<file path="config.mk">
export PLATFORM = sky130hd
export DESIGN_NAME = spiking_cpg_gait_network
export DESIGN_NICKNAME = d
export VERILOG_FILES = /design/src/hdl/scpg_pkg.sv /design/src/hdl/spiking_cpg_gait_network.sv
export VERILOG_INCLUDE_DIRS = /design/src /design/src/hdl
export SDC_FILE = /design/constraint.sdc
export NUM_CORES = 2
export LEC_CHECK = 0
export BUFFER_PORTS_ARGS = -buffer_cell sky130_fd_sc_hd__buf_2
export CAP_MARGIN = 20
export CORE_MARGIN = 1.5
export CORE_UTILIZATION = 48
export DETAILED_ROUTE_END_ITERATION = 10
export GPL_TIMING_DRIVEN = 1
export PLACE_DENSITY = 0.62
export SYNTH_ARGS = -nofsm -noshare
export SYNTH_HDL_FRONTEND = slang
export SYNTH_SLANG_ARGS = --single-unit
</file>
<file path="constraint.sdc">
create_clock -name clk_i -period 7.5 [get_ports clk_i]
set_input_delay 0.375 -clock clk_i [delete_from_list [all_inputs] [get_ports clk_i]]
set_output_delay 0.375 -clock clk_i [all_outputs]
set_load 0.02 [all_outputs]
</file>
<file path="src/hdl/spiking_cpg_gait_network_assert.svh">
// Assertion macros for the spiking gait network
`ifndef SPIKING_CPG_GAIT_NETWORK_ASSERT_SVH
`define SPIKING_CPG_GAIT_NETWORK_ASSERT_SVH

`ifndef NO_ASSERTIONS
`define SCPG_ASSERT(lbl, prop) \
  lbl: assert property (@(posedge clk_i) disable iff (!rst_ni) prop) \
    else $error("scpg assertion failed");
`define SCPG_ASSERT_IMPL(lbl, ante, cons) \
  lbl: assert property (@(posedge clk_i) disable iff (!rst_ni) (ante) |-> (cons)) \
    else $error("scpg implication failed");
`else
`define SCPG_ASSERT(lbl, prop)
`define SCPG_ASSERT_IMPL(lbl, ante, cons)
`endif

`endif

</file>
<file path="src/hdl/scpg_pkg.sv">
// Constants and types of the spiking gait network
package scpg_pkg;

  localparam int N_NEURON  = 4;
  localparam int N_GAIT    = 5;
  localparam int N_SRC     = N_GAIT + N_NEURON;
  localparam int W_DEPTH   = N_NEURON * N_SRC;
  localparam int W_AW      = $clog2(W_DEPTH);
  localparam int WA_W      = $clog2(W_DEPTH + 1);
  localparam int NEURON_W  = (N_NEURON > 1) ? $clog2(N_NEURON) : 1;
  localparam int SRC_W     = $clog2(N_SRC);
  localparam int GAIT_W    = $clog2(N_GAIT + 1);
  localparam int GIDX_W    = (N_GAIT > 1) ? $clog2(N_GAIT) : 1;
  localparam int STEP_LAST = N_SRC + 1;
  localparam int STEP_W    = $clog2(STEP_LAST + 1);

  localparam int WEIGHT_W  = 16;
  localparam int V_W       = 20;
  localparam int WSUM_W    = V_W;
  localparam int DECAY_W   = 16;
  localparam int THR_W     = 18;
  localparam int CFG_W     = 18;
  localparam int IDX_W     = 6;
  localparam int IN_DATA_W = 32;
  localparam int OUT_DATA_W = 16;

  localparam logic [DECAY_W-1:0] DECAY_RESET = 16'd59578;
  localparam logic [THR_W-1:0]   THR_RESET   = 18'd4096;

  typedef enum logic [1:0] {
    OP_LOAD = 2'd0,
    OP_GAIT = 2'd1,
    OP_TICK = 2'd2,
    OP_NONE = 2'd3
  } op_e;

  typedef enum logic {
    CFG_DECAY = 1'b0,
    CFG_THR   = 1'b1
  } cfg_e;

  typedef enum logic [1:0] {
    S_IDLE = 2'b01,
    S_RUN  = 2'b10
  } state_e;

endpackage

</file>
<file path="src/hdl/spiking_cpg_gait_network.sv">
// Four-neuron leaky integrate-and-fire gait network with weight and potential RAMs
//
//  channel  | dir | bits          | contents
//  s_axis   | in  | tdata 32, 2   | request: index, weight, gait; tuser op
//  m_axis   | out | tdata 16      | status: spikes, active, restart, phase, gait
//  cfg      | in  | idx 1, data18 | decay reciprocal, fire threshold
//
// Load, gait and idle ops write the output register directly.
// A tick steps through every neuron in turn: one weight RAM read per
// source and neuron, plus the potential read and the scale/write-back steps.
// Inputs are held off while a tick runs or while a result waits unaccepted.
// Reset: potentials read as zero until written; weights are undefined until loaded.

`include "spiking_cpg_gait_network_assert.svh"

module spiking_cpg_gait_network (
  input  logic                              clk_i,
  input  logic                              rst_ni,
  input  logic                              s_axis_tvalid,
  output logic                              s_axis_tready,
  // [5:0] weight_index, [21:6] weight_value, [24:22] gait, [31:25] zero
  input  logic [scpg_pkg::IN_DATA_W-1:0]    s_axis_tdata,
  // [1:0] op
  input  logic [1:0]                        s_axis_tuser,
  output logic                              m_axis_tvalid,
  input  logic                              m_axis_tready,
  // [3:0] neuron_spikes, [7:4] legs_active, [11:8] leg_restart,
  // [12] phase, [15:13] gait_latched
  output logic [scpg_pkg::OUT_DATA_W-1:0]   m_axis_tdata,
  input  logic                              cfg_we_i,
  input  logic                              cfg_index_i,
  input  logic [scpg_pkg::CFG_W-1:0]        cfg_data_i
);
  import scpg_pkg::*;

  state_e                     state_q;
  logic                       m_valid_q;
  logic [OUT_DATA_W-1:0]      m_data_q;
  logic [DECAY_W-1:0]         decay_q;
  logic [THR_W-1:0]           thr_q;
  logic [N_NEURON-1:0]        spikes_q;
  logic [N_GAIT-1:0]          pending_q;
  logic [GAIT_W-1:0]          latched_q;
  logic                       phase_q;
  logic [N_NEURON-1:0]        hist0_q, hist1_q;
  logic [N_NEURON-1:0]        vvalid_q;
  logic [N_NEURON-1:0]        fired_q, fired_d;
  logic [NEURON_W-1:0]        n_q;
  logic [STEP_W-1:0]          step_q;
  logic [WA_W-1:0]            wa_q;
  logic [N_SRC-1:0]           src_q;

  logic signed [WEIGHT_W-1:0] wmem [W_DEPTH];
  logic signed [WEIGHT_W-1:0] w_rd_q;
  logic signed [V_W-1:0]      vmem [N_NEURON];
  logic signed [V_W-1:0]      v_rd_q;
  logic signed [36:0]         prod_q;
  logic signed [36:0]         rnd;
  logic signed [V_W-1:0]      scaled_q;
  logic signed [WSUM_W-1:0]   wsum_q;
  logic signed [V_W-1:0]      v_eff;
  logic signed [V_W:0]        vsum;
  logic signed [V_W-1:0]      vsat;
  logic signed [V_W-1:0]      vnew;
  logic                       fire;

  logic                       in_acc;
  op_e                        op;
  logic [IDX_W-1:0]           in_idx;
  logic [WEIGHT_W-1:0]        in_w;
  logic [2:0]                 in_gait;
  logic                       gait_ok;
  logic [GAIT_W-1:0]          gait_hi;
  logic                       w_rd_en;
  logic                       last_step;
  logic                       tick_done;
  logic [N_NEURON-1:0]        hist0_d, hist1_d, active_d;

  assign op       = op_e'(s_axis_tuser);
  assign in_idx   = s_axis_tdata[5:0];
  assign in_w     = s_axis_tdata[21:6];
  assign in_gait  = s_axis_tdata[24:22];

  assign s_axis_tready = (state_q == S_IDLE) && (!m_valid_q || m_axis_tready);
  assign in_acc        = s_axis_tvalid && s_axis_tready;
  assign m_axis_tvalid = m_valid_q;
  assign m_axis_tdata  = m_data_q;

  assign gait_ok = (in_gait >= 3'd1) && (32'(in_gait) <= N_GAIT) &&
                   (GAIT_W'(in_gait) != latched_q);

  always_comb begin
    gait_hi = latched_q;
    for (int s = 0; s < N_GAIT; s++) begin
      if (pending_q[s]) gait_hi = GAIT_W'(s + 1);
    end
  end

  assign w_rd_en   = (state_q == S_RUN) && (32'(step_q) < N_SRC);
  assign last_step = (state_q == S_RUN) && (32'(step_q) == STEP_LAST);
  assign tick_done = last_step && (32'(n_q) == N_NEURON - 1);

  assign v_eff = vvalid_q[n_q] ? v_rd_q : '0;
  assign rnd   = prod_q + 37'sd32768;
  assign vsum  = {scaled_q[V_W-1], scaled_q} + {wsum_q[WSUM_W-1], wsum_q};

  always_comb begin
    if (vsum[V_W] != vsum[V_W-1]) begin
      vsat = vsum[V_W] ? {1'b1, {(V_W-1){1'b0}}} : {1'b0, {(V_W-1){1'b1}}};
    end else begin
      vsat = vsum[V_W-1:0];
    end
    fire = vsat > $signed({{(V_W-THR_W){1'b0}}, thr_q});
    vnew = fire ? '0 : vsat;
    fired_d = fired_q;
    if (fire) fired_d[n_q] = 1'b1;
    hist0_d = hist0_q;
    hist1_d = hist1_q;
    if (phase_q) hist1_d = fired_d;
    else hist0_d = fired_d;
    active_d = hist0_d ^ hist1_d;
  end

  always_ff @(posedge clk_i) begin
    if (in_acc && op == OP_LOAD && 32'(in_idx) < W_DEPTH) begin
      wmem[in_idx[W_AW-1:0]] <= in_w;
    end
    if (w_rd_en) begin
      w_rd_q <= wmem[wa_q[W_AW-1:0]];
    end
    if (state_q == S_RUN && step_q == '0) begin
      v_rd_q <= vmem[n_q];
    end
    if (last_step) begin
      vmem[n_q] <= vnew;
    end
    if (state_q == S_RUN && step_q == STEP_W'(1)) begin
      prod_q <= 37'(v_eff) * 37'($signed({1'b0, decay_q}));
    end
    if (state_q == S_RUN && step_q == STEP_W'(2)) begin
      scaled_q <= rnd[35:16];
    end
    if (state_q == S_RUN) begin
      if (step_q == '0) begin
        wsum_q <= '0;
      end else if (32'(step_q) <= N_SRC && src_q[SRC_W'(step_q - STEP_W'(1))]) begin
        wsum_q <= wsum_q + WSUM_W'(w_rd_q);
      end
    end
    if (in_acc && op != OP_TICK) begin
      m_data_q <= {latched_q, phase_q, 4'(0), 4'(hist0_q ^ hist1_q), 4'(spikes_q)};
    end else if (tick_done) begin
      m_data_q <= {latched_q, phase_q, 4'(fired_d & active_d), 4'(active_d), 4'(fired_d)};
    end
  end

  always_ff @(posedge clk_i or negedge rst_ni) begin
    if (!rst_ni) begin
      state_q   <= S_IDLE;
      m_valid_q <= 1'b0;
      decay_q   <= DECAY_RESET;
      thr_q     <= THR_RESET;
      spikes_q  <= '0;
      pending_q <= '0;
      latched_q <= '0;
      phase_q   <= 1'b1;
      hist0_q   <= '0;
      hist1_q   <= '0;
      vvalid_q  <= '0;
      fired_q   <= '0;
      n_q       <= '0;
      step_q    <= '0;
      wa_q      <= '0;
      src_q     <= '0;
    end else begin
      if (cfg_we_i) begin
        case (cfg_e'(cfg_index_i))
          CFG_DECAY: decay_q <= cfg_data_i[DECAY_W-1:0];
          CFG_THR:   thr_q   <= cfg_data_i[THR_W-1:0];
          default:   ;
        endcase
      end
      if (m_valid_q && m_axis_tready && !(in_acc && op != OP_TICK)) m_valid_q <= 1'b0;
      case (state_q)
        S_IDLE: begin
          if (in_acc) begin
            case (op)
              OP_LOAD: m_valid_q <= 1'b1;
              OP_GAIT: begin
                m_valid_q <= 1'b1;
                if (gait_ok) pending_q[GIDX_W'(in_gait - 3'd1)] <= 1'b1;
              end
              OP_TICK: begin
                state_q   <= S_RUN;
                phase_q   <= ~phase_q;
                pending_q <= '0;
                fired_q   <= '0;
                n_q       <= '0;
                step_q    <= '0;
                wa_q      <= '0;
                if (pending_q != '0) begin
                  latched_q <= gait_hi;
                  vvalid_q  <= '0;
                  src_q     <= {{N_NEURON{1'b0}}, pending_q};
                end else begin
                  src_q     <= {spikes_q, pending_q};
                end
              end
              default: m_valid_q <= 1'b1;
            endcase
          end
        end
        S_RUN: begin
          if (w_rd_en) wa_q <= wa_q + WA_W'(1);
          if (last_step) begin
            fired_q       <= fired_d;
            vvalid_q[n_q] <= 1'b1;
            step_q        <= '0;
            n_q           <= n_q + NEURON_W'(1);
            if (tick_done) begin
              state_q   <= S_IDLE;
              spikes_q  <= fired_d;
              hist0_q   <= hist0_d;
              hist1_q   <= hist1_d;
              m_valid_q <= 1'b1;
            end
          end else begin
            step_q <= step_q + STEP_W'(1);
          end
        end
        default: state_q <= S_IDLE;
      endcase
    end
  end

  `SCPG_ASSERT_IMPL(a_run_blocks_input, state_q == S_RUN, !s_axis_tready)
  `SCPG_ASSERT_IMPL(a_tick_starts_run, in_acc && op == OP_TICK, ##1 state_q == S_RUN)
  `SCPG_ASSERT_IMPL(a_step_in_range, state_q == S_RUN, 32'(step_q) <= STEP_LAST)
  `SCPG_ASSERT_IMPL(a_done_reads_all, tick_done, 32'(wa_q) == W_DEPTH)

endmodule

</file>
; ---- Word-level counts from Yosys, hierarchy flattened
; Memories as Yosys holds them, arrays and structs flattened. A register that Yosys moved wholly into a read port is not among the register bits.
; Cells that the tools add are included.
[word_totals]
register_bits = 179
mem_bits_rw = 656
out_inout_bits = 18
mem_count = 2
[memory_table]
columns = memory, words, word_bits, read_ports, rd_clocked_by_memory_dff, write_ports, line
row1 = wmem, 36, 16, 1, 1, 1, spiking_cpg_gait_network.sv:53  ; logic signed [WEIGHT_W-1:0] wmem [W_DEPTH];
row2 = vmem, 4, 20, 1, 1, 1, spiking_cpg_gait_network.sv:55  ; logic signed [V_W-1:0] vmem [N_NEURON];
[classes]
add_sub_neg = 8
mul = 1
order_cmp = 11
n_eq_ne = 18
n_mux = 60
bitwise = 8
reduce_logical = 40
[ops]
columns = cell, n
row1 = 20-bit 2-to-1 mux, 5
row2 = 4-bit 2-to-1 mux, 11
row3 = "36-bit by 17-bit adder with 36-bit output, second input constant", 1
row4 = 20-bit by 17-bit multiplier with 36-bit output, 1
row5 = 16-bit 2-to-1 mux, 2
row6 = 4-bit one-hot mux with 2 select lines, 3
row7 = 20-bit by 20-bit adder with 21-bit output, 1
row8 = 20-bit by 16-bit adder with 20-bit output, 1
row9 = 20-bit by 19-bit greater-than comparator with 1-bit output, 1
row10 = 4-bit AND reduction, 5
row11 = 1-bit logical AND, 18
row12 = 6-bit 2-to-1 mux, 3
row13 = 3-bit 2-to-1 mux, 5
row14 = 2-bit 2-to-1 mux, 7
row15 = 1-bit 2-to-1 mux, 13
row16 = "2-bit != test, second input constant", 6
row17 = 6-bit one-hot mux with 2 select lines, 1
row18 = 5-bit one-hot mux with 2 select lines, 1
row19 = 9-bit 2-to-1 mux, 1
row20 = 3-bit AND reduction, 3
row21 = 4-bit OR, 2
row22 = 2-bit one-hot mux with 2 select lines, 2
row23 = 2-bit nonzero test, 4
row24 = 4-bit XOR, 2
row25 = 38 further kinds, 47

; ---- Logic depth before layout (Yosys ltp)
[logic_depth]
word_depth = 11
ltp_mapped = 29
mapped_depth_nobuf = 26

; ---- Worst setup path before layout
; OpenSTA, ideal clock, no wires.
[synth_timing]
path_kind = register to register
from = reg n_q[0]
to = reg prod_q[27], data pin
setup_ns = 0.258
arrival_time_ns = 7.069
t_required_ns = 7.242
path_slack_ns = 0.174
path_stages_with_launch = 27
period_less_slack_ns = 7.326
path_cell_list = dfrtp_1 > clkbuf_1 > mux4_2 > clkbuf_1 > and2_1 > clkbuf_1 > nand2_1 > fa_1 > fa_1 > fa_1 > fa_1 > inv_1 > fa_1 > inv_1 > fa_1 > inv_1 > ha_1 > nand2_1 > o211a_1 > o21ba_2 > o31a_1 > a211oi_1 > nand2_1 > a311oi_1 > o21a_1 > nor2_1 > xnor2_1
[synth_via]
elab_chain_cells = 4
[synth_lines]
columns = element, line
row1 = "start, declared", spiking_cpg_gait_network.sv:48  ; logic [NEURON_W-1:0] n_q;
row2 = "start signal, assigned", spiking_cpg_gait_network.sv:219  ; n_q <= n_q + NEURON_W'(1);
row3 = 1-bit binary-select mux with 2-bit select, spiking_cpg_gait_network.sv:103  ; assign v_eff = vvalid_q[n_q] ? v_rd_q : '0;
row4 = 1-bit 2-to-1 mux (not written as such), spiking_cpg_gait_network.sv:103
row5 = 20-bit 2-to-1 mux, spiking_cpg_gait_network.sv:103
row6 = 20-bit by 17-bit multiplier with 36-bit output, spiking_cpg_gait_network.sv:138  ; prod_q <= 37'(v_eff) * 37'($signed({1'b0, decay_q}));
row7 = "end signal, assigned", spiking_cpg_gait_network.sv:138
row8 = "end, declared", spiking_cpg_gait_network.sv:57  ; logic signed [36:0] prod_q;
; Every way passes these cells. The select of a mux whose other input is x is not followed.
; A chain may end at the register's enable or synchronous reset.

; ---- Final worst setup path
[layout_timing]
from = reg vvalid_q[3]
to = reg prod_q[35], data pin
[layout_via]
elab_chain_cells = 4
[layout_lines]
columns = element, line
row1 = "start, declared", spiking_cpg_gait_network.sv:46  ; logic [N_NEURON-1:0] vvalid_q;
row2 = "start signal, assigned", spiking_cpg_gait_network.sv:169  ; vvalid_q <= '0;
row3 = "start signal, assigned", spiking_cpg_gait_network.sv:203  ; vvalid_q <= '0;
row4 = "start signal, assigned by index", spiking_cpg_gait_network.sv:217  ; vvalid_q[n_q] <= 1'b1;
row5 = 1-bit binary-select mux with 2-bit select, spiking_cpg_gait_network.sv:103
row6 = 1-bit 2-to-1 mux (not written as such), spiking_cpg_gait_network.sv:103
row7 = 20-bit 2-to-1 mux, spiking_cpg_gait_network.sv:103
row8 = 20-bit by 17-bit multiplier with 36-bit output, spiking_cpg_gait_network.sv:138
; Every way passes these cells. The select of a mux whose other input is x is not followed.

==> flow_summary.html <==
<table>
<tr><th>Metric</th><th>Value</th></tr>
<tr><th colspan="2">Route</th></tr>
<tr><td>Vias per std cell</td><td>between 5 and 6</td></tr>
<tr><td>Via total after detailed routing</td><td>approximately 26000</td></tr>
<tr><td>Remaining antenna violation count after routing</td><td>0</td></tr>
<tr><td>Iteration-0 DRC count of the detailed router</td><td>between 1500 and 2000</td></tr>
<tr><td>Average wire per standard cell</td><td>22.38 um</td></tr>
<tr><td>First-pass detailed-route iteration total</td><td>6</td></tr>
<tr><td>Number of DRC violations after detailed routing</td><td>0</td></tr>
<tr><td>Post-detailed-routing wire length</td><td>about 110000 um</td></tr>
<tr><th colspan="2">Min path</th></tr>
<tr><td>Kind of path behind the tightest hold check</td><td>in2reg</td></tr>
<tr><td>Min-delay src</td><td>cfg_data_i[8]</td></tr>
<tr><td>Number of cells on the worst hold path</td><td>2</td></tr>
<tr><td>Capture endpoint of the worst hold path</td><td>decay_q[8]$_DFFE_PN0P_</td></tr>
<tr><th colspan="2">Timing</th></tr>
<tr><td>Least setup slack across all paths after layout</td><td>~230 ps</td></tr>
<tr><td>Clock Skew</td><td>18.29 ps</td></tr>
<tr><td>Max-slew violation total from the final report</td><td>0</td></tr>
<tr><td>Setup violators final</td><td>0</td></tr>
<tr><td>Worst relative slew slack</td><td>28.30%</td></tr>
<tr><td>Post-layout minimum cycle time</td><td>just over 7000 ps</td></tr>
<tr><td>Crit share post-route</td><td>a little over nine tenths</td></tr>
<tr><td>Final Hold Vio Count</td><td>0</td></tr>
<tr><td>Post-route worst hold slack</td><td>between 50 and 60 ps</td></tr>
<tr><td>Slew of the pin with the lowest slew margin</td><td>around 1100 ps</td></tr>
<tr><td>Fmax achieved</td><td>137.5 MHz</td></tr>
<tr><th colspan="2">Worst setup path</th></tr>
<tr><td>CP startpoint kind</td><td>register</td></tr>
<tr><td>Reg2reg path depth</td><td>25</td></tr>
<tr><td>Crit path largest cell delay</td><td>between 600 and 700 ps</td></tr>
<tr><td>Required time at the endpoint of the critical path</td><td>a little under 8000 ps</td></tr>
<tr><td>Internal reg-to-reg setup slack</td><td>approximately 230 ps</td></tr>
<tr><td>Arrival time at the worst endpoint</td><td>~7600 ps</td></tr>
<tr><td>Crit Path Max Fanout</td><td>60</td></tr>
<tr><td>Type of the worst setup path</td><td>reg2reg</td></tr>
<tr><td>Startpoint of the most critical register-to-register path</td><td>vvalid_q[3]$_DFFE_PN0P_</td></tr>
<tr><td>Most frequent cell on the critical path</td><td>fa_1</td></tr>
<tr><td>CP Capture Type</td><td>register</td></tr>
<tr><td>CP max-delay cell</td><td>mux4_4</td></tr>
<tr><td>Capture instance of the worst register-to-register path</td><td>prod_q[35]$_DFFE_PP_</td></tr>
<tr><th colspan="2">Power</th></tr>
<tr><td>Fraction of power consumed by sequential logic</td><td>between 20% and 30%</td></tr>
<tr><td>Sw Pwr</td><td>10.12 mW</td></tr>
<tr><td>Switch share</td><td>roughly two fifths</td></tr>
<tr><td>VDD IR max</td><td>~1.0 mV</td></tr>
<tr><td>Power per cell area</td><td>around 480 mW/mm^2</td></tr>
<tr><td>Reported leakage power</td><td>about 20 nW</td></tr>
<tr><td>Internal portion of total power</td><td>14.62 mW</td></tr>
<tr><td>Power share of the combinational group</td><td>just under 60%</td></tr>
<tr><td>Clock share of power</td><td>between 15 and 20%</td></tr>
<tr><th colspan="2">Yosys</th></tr>
<tr><td>Area contributors post-synth</td><td>edfxtp_1, fa_1, mux4_2</td></tr>
<tr><td>Syn Inst Count</td><td>~3300</td></tr>
<tr><td>Most frequent cell after synthesis</td><td>edfxtp_1</td></tr>
<tr><td>Fraction of synthesized cell area taken by the top area cell type</td><td>between 40% and 50%</td></tr>
<tr><td>Yosys cell types</td><td>72</td></tr>
<tr><td>Ranking of synthesized cells by instance count</td><td>edfxtp_1, inv_1, fa_1, nand2_1, mux4_2</td></tr>
<tr><td>Number of enable-type register cells in the synthesized netlist</td><td>approximately 770</td></tr>
<tr><td>Most used DFF post-synth</td><td>edfxtp_1</td></tr>
<tr><td>Mean post-synth cell area</td><td>roughly 14 sq um</td></tr>
<tr><td>Cell type with the largest total area after synthesis</td><td>edfxtp_1</td></tr>
<tr><td>Number of warnings issued by yosys</td><td>0</td></tr>
<tr><td>Post-synthesis sequential area ratio</td><td>between 50% and 60%</td></tr>
<tr><td>Post-synthesis sequential element count</td><td>around 860</td></tr>
<tr><td>Number of nets in the synthesized netlist</td><td>3793</td></tr>
<tr><td>Cell area after technology mapping</td><td>approximately 0.047 sq mm</td></tr>
<tr><td>Synth async-reset ratio</td><td>roughly a tenth</td></tr>
<tr><th colspan="2">Cells and area</th></tr>
<tr><td>Final Non-Filler Cells</td><td>4720</td></tr>
<tr><td>Post-layout util</td><td>between 50% and 60%</td></tr>
<tr><td>Number of nets in the layout</td><td>about 3900</td></tr>
<tr><td>Proportion of layout cells with a drive suffix above 1</td><td>between 15 and 20%</td></tr>
<tr><td>Area growth, synth to finish</td><td>10.96%</td></tr>
<tr><th colspan="2">Die</th></tr>
<tr><td>Effective utilization at floorplan</td><td>48.45%</td></tr>
<tr><td>Die Outline Area</td><td>0.09951 sq mm</td></tr>
<tr><td>Ports placed on the boundary</td><td>76</td></tr>
<tr><td>Width of the die</td><td>roughly 320 um</td></tr>
<tr><td>Die Ht</td><td>between 300 and 400 um</td></tr>
<tr><td>Placeable Area</td><td>0.09671 sq mm</td></tr>
<tr><td>Number of placement rows</td><td>approximately 110</td></tr>
<tr><th colspan="2">CTS</th></tr>
<tr><td>H-tree levels</td><td>3</td></tr>
<tr><td>Later-pin clock latency in the skew report</td><td>between 600 and 700 ps</td></tr>
<tr><td>Clock tree sinks</td><td>approximately 860</td></tr>
<tr><td>Clock input transition at the sequential cells of the worst setup and hold paths</td><td>70 ps</td></tr>
<tr><td>Maximum number of buffers from clock root to sink</td><td>3</td></tr>
<tr><td>Number of clock buffers inserted by TritonCTS</td><td>86</td></tr>
<tr><td>CTS tree</td><td>built</td></tr>
<tr><td>Cell chosen for the clock root</td><td>clkbuf_16</td></tr>
<tr><th colspan="2">GRT</th></tr>
<tr><td>Number of global-route vias before repair</td><td>about 28000</td></tr>
<tr><td>Residual overflow from global routing</td><td>0</td></tr>
<tr><td>Global-route usage over all layers</td><td>a little over a fifth</td></tr>
<tr><td>Maximum number of pins on one net before global-route repair</td><td>about 150</td></tr>
<tr><td>Antenna violations before repair</td><td>10</td></tr>
<tr><td>Global-route wire length before repair</td><td>approximately 170000 um</td></tr>
<tr><th colspan="2">Placement</th></tr>
<tr><td>Pre-CTS setup slack</td><td>-78.23 ps</td></tr>
<tr><td>Number of buffers added on ports</td><td>68</td></tr>
<tr><td>Placed cell count</td><td>4550</td></tr>
<tr><td>DP HPWL</td><td>roughly 73000 um</td></tr>
<tr><td>RD Place Congestion</td><td>between 0.9 and 1</td></tr>
<tr><th colspan="2">Outcome</th></tr>
<tr><td>Result of the run</td><td>complete, no violations</td></tr>
<tr><th colspan="2">Flow run</th></tr>
<tr><td>Max-cap viol count</td><td>0</td></tr>
</table>
[layout make-up]
cell class | instances | area [sq um]
diodes | 1 | 2.502
inverters | 420 | 1577
clock buffers | 106 | 2290
clock inverters | 51 | 432.9
repair buffers | 171 | 1244
fillers | 7913 | 44710
multi-input cells | 1839 | 19600
flip-flops and latches | 856 | 25250
well taps | 1276 | 1597
[worst max path at each step]
| stage | endpoint | from | cells after the start |
|---|---|---|---|
| after global placement | prod_q[35]$_DFFE_PP_ | n_q[0]$_DFFE_PN0P_ | 24 |
| after CTS | prod_q[35]$_DFFE_PP_ | n_q[0]$_DFFE_PN0P_ | 25 |
| after detailed placement | prod_q[35]$_DFFE_PP_ | n_q[0]$_DFFE_PN0P_ | 24 |
| final | prod_q[35]$_DFFE_PP_ | vvalid_q[3]$_DFFE_PN0P_ | 25 |
| after floorplan | prod_q[27]$_DFFE_PP_ | n_q[0]$_DFFE_PN0P_ | 26 |
| after global routing | prod_q[35]$_DFFE_PP_ | n_q[0]$_DFFE_PN0P_ | 25 |
[critical path, delay by kind of cell (launching register included)]
family	cells	cell delay, ps
XOR/XNOR	1	80
AO/OA/AOI/OAI	7	1310
flip-flops	1	410
multiplexers	1	630
buffers and inverters	6	760
AND/OR/NAND/NOR	3	530
adder cells (fa/ha/maj)	7	3170
[kinds of logic after synthesis]
family	Yosys count	share of synthesized area, %
XOR/XNOR	94	1.757
AND/OR/NAND/NOR	753	7.629
flip-flops	856	53.87
AO/OA/AOI/OAI	257	3.493
buffers and inverters	562	4.521
adder cells (fa/ha/maj)	478	17.83
multiplexers	257	10.90
[metrics by stage]
stage               instance area [sq um]  TNS (ps)  total power [mW]
global placement                    49020    -38.73             19.96
detailed placement                  49020    -78.23             20.10
global route                        51990   -0.3562             26.99
CTS                                 51790         0             24.56
floorplan                           46860         0             16.15
finish                              51990         0             24.74
[registers in the layout (all words and copies together) (netlist names), 4 cells and up]
| register | cells |
|---|---|
| m_axis_tdata | 16 |
| wmem | 576 |
| scaled_q | 20 |
| src_q | 9 |
| thr_q | 18 |
| hist1_q | 4 |
| w_rd_q | 16 |
| hist0_q | 4 |
| pending_q | 5 |
| vvalid_q | 4 |
| wsum_q | 20 |
| fired_q | 4 |
| spikes_q | 4 |
| decay_q | 16 |
| v_rd_q | 20 |
| prod_q | 21 |
| step_q | 4 |
| wa_q | 6 |
| vmem | 80 |
[power by group through the flow]
stage | logic, mW | registers [mW] | clock network, mW
after global placement | 13.7 | 6.26 | 0
after floorplan | 9.97 | 6.17 | 0
after global routing | 16.4 | 6.18 | 4.41
after detailed placement | 13.8 | 6.27 | 0
after CTS | 14.2 | 6.17 | 4.24
final | 14.4 | 6.17 | 4.14
[metal layers]
metal / up-vias / routed length, um / global-route usage [%]
met5: - / 83 / 0
met4: 14 / 4032 / 8.612
met3: 228 / 4657 / 2.827
met2: 615 / 55970 / 39.42
met1: 13520 / 40900 / 27.00
li1: 11760 / - / -
[repair_timing]
action | CTS | global route
pin swaps | 0 | 4
setup buffers | 0 | 1
hold endpoints to repair | 21 | 0
endpoints found under the setup margin | 1 | 110
gates resized for setup | 3 | 24
hold buffers | 4 | 0
[placed cells by master (no fill, tap or decap), types with 6 or more instances in the layout]
cell	netlist	final
a211oi_1	10	9
a21o_1	24	24
a21oi_1	63	61
and2_1	44	36
and2_2	0	6
and3_1	138	138
buf_2	1	67
buf_4	0	90
clkbuf_1	122	16
clkbuf_16	0	89
clkinv_1	0	12
clkinv_2	0	19
clkinvlp_4	0	6
dfrtp_1	75	72
dfstp_2	12	12
edfxtp_1	765	765
fa_1	316	315
ha_1	162	161
inv_1	420	420
mux2_2	37	37
mux2i_1	21	21
mux4_2	199	198
nand2_1	306	303
nand2b_1	13	13
nand3_1	30	30
nand3b_1	8	8
nand4_1	10	10
nor2_1	137	133
nor2b_1	20	20
nor3_1	22	20
o21a_1	13	13
o21ai_0	84	81
o31ai_1	6	6
xnor2_1	56	56
xor2_1	38	38
Power figures use the tool's default switching activity.
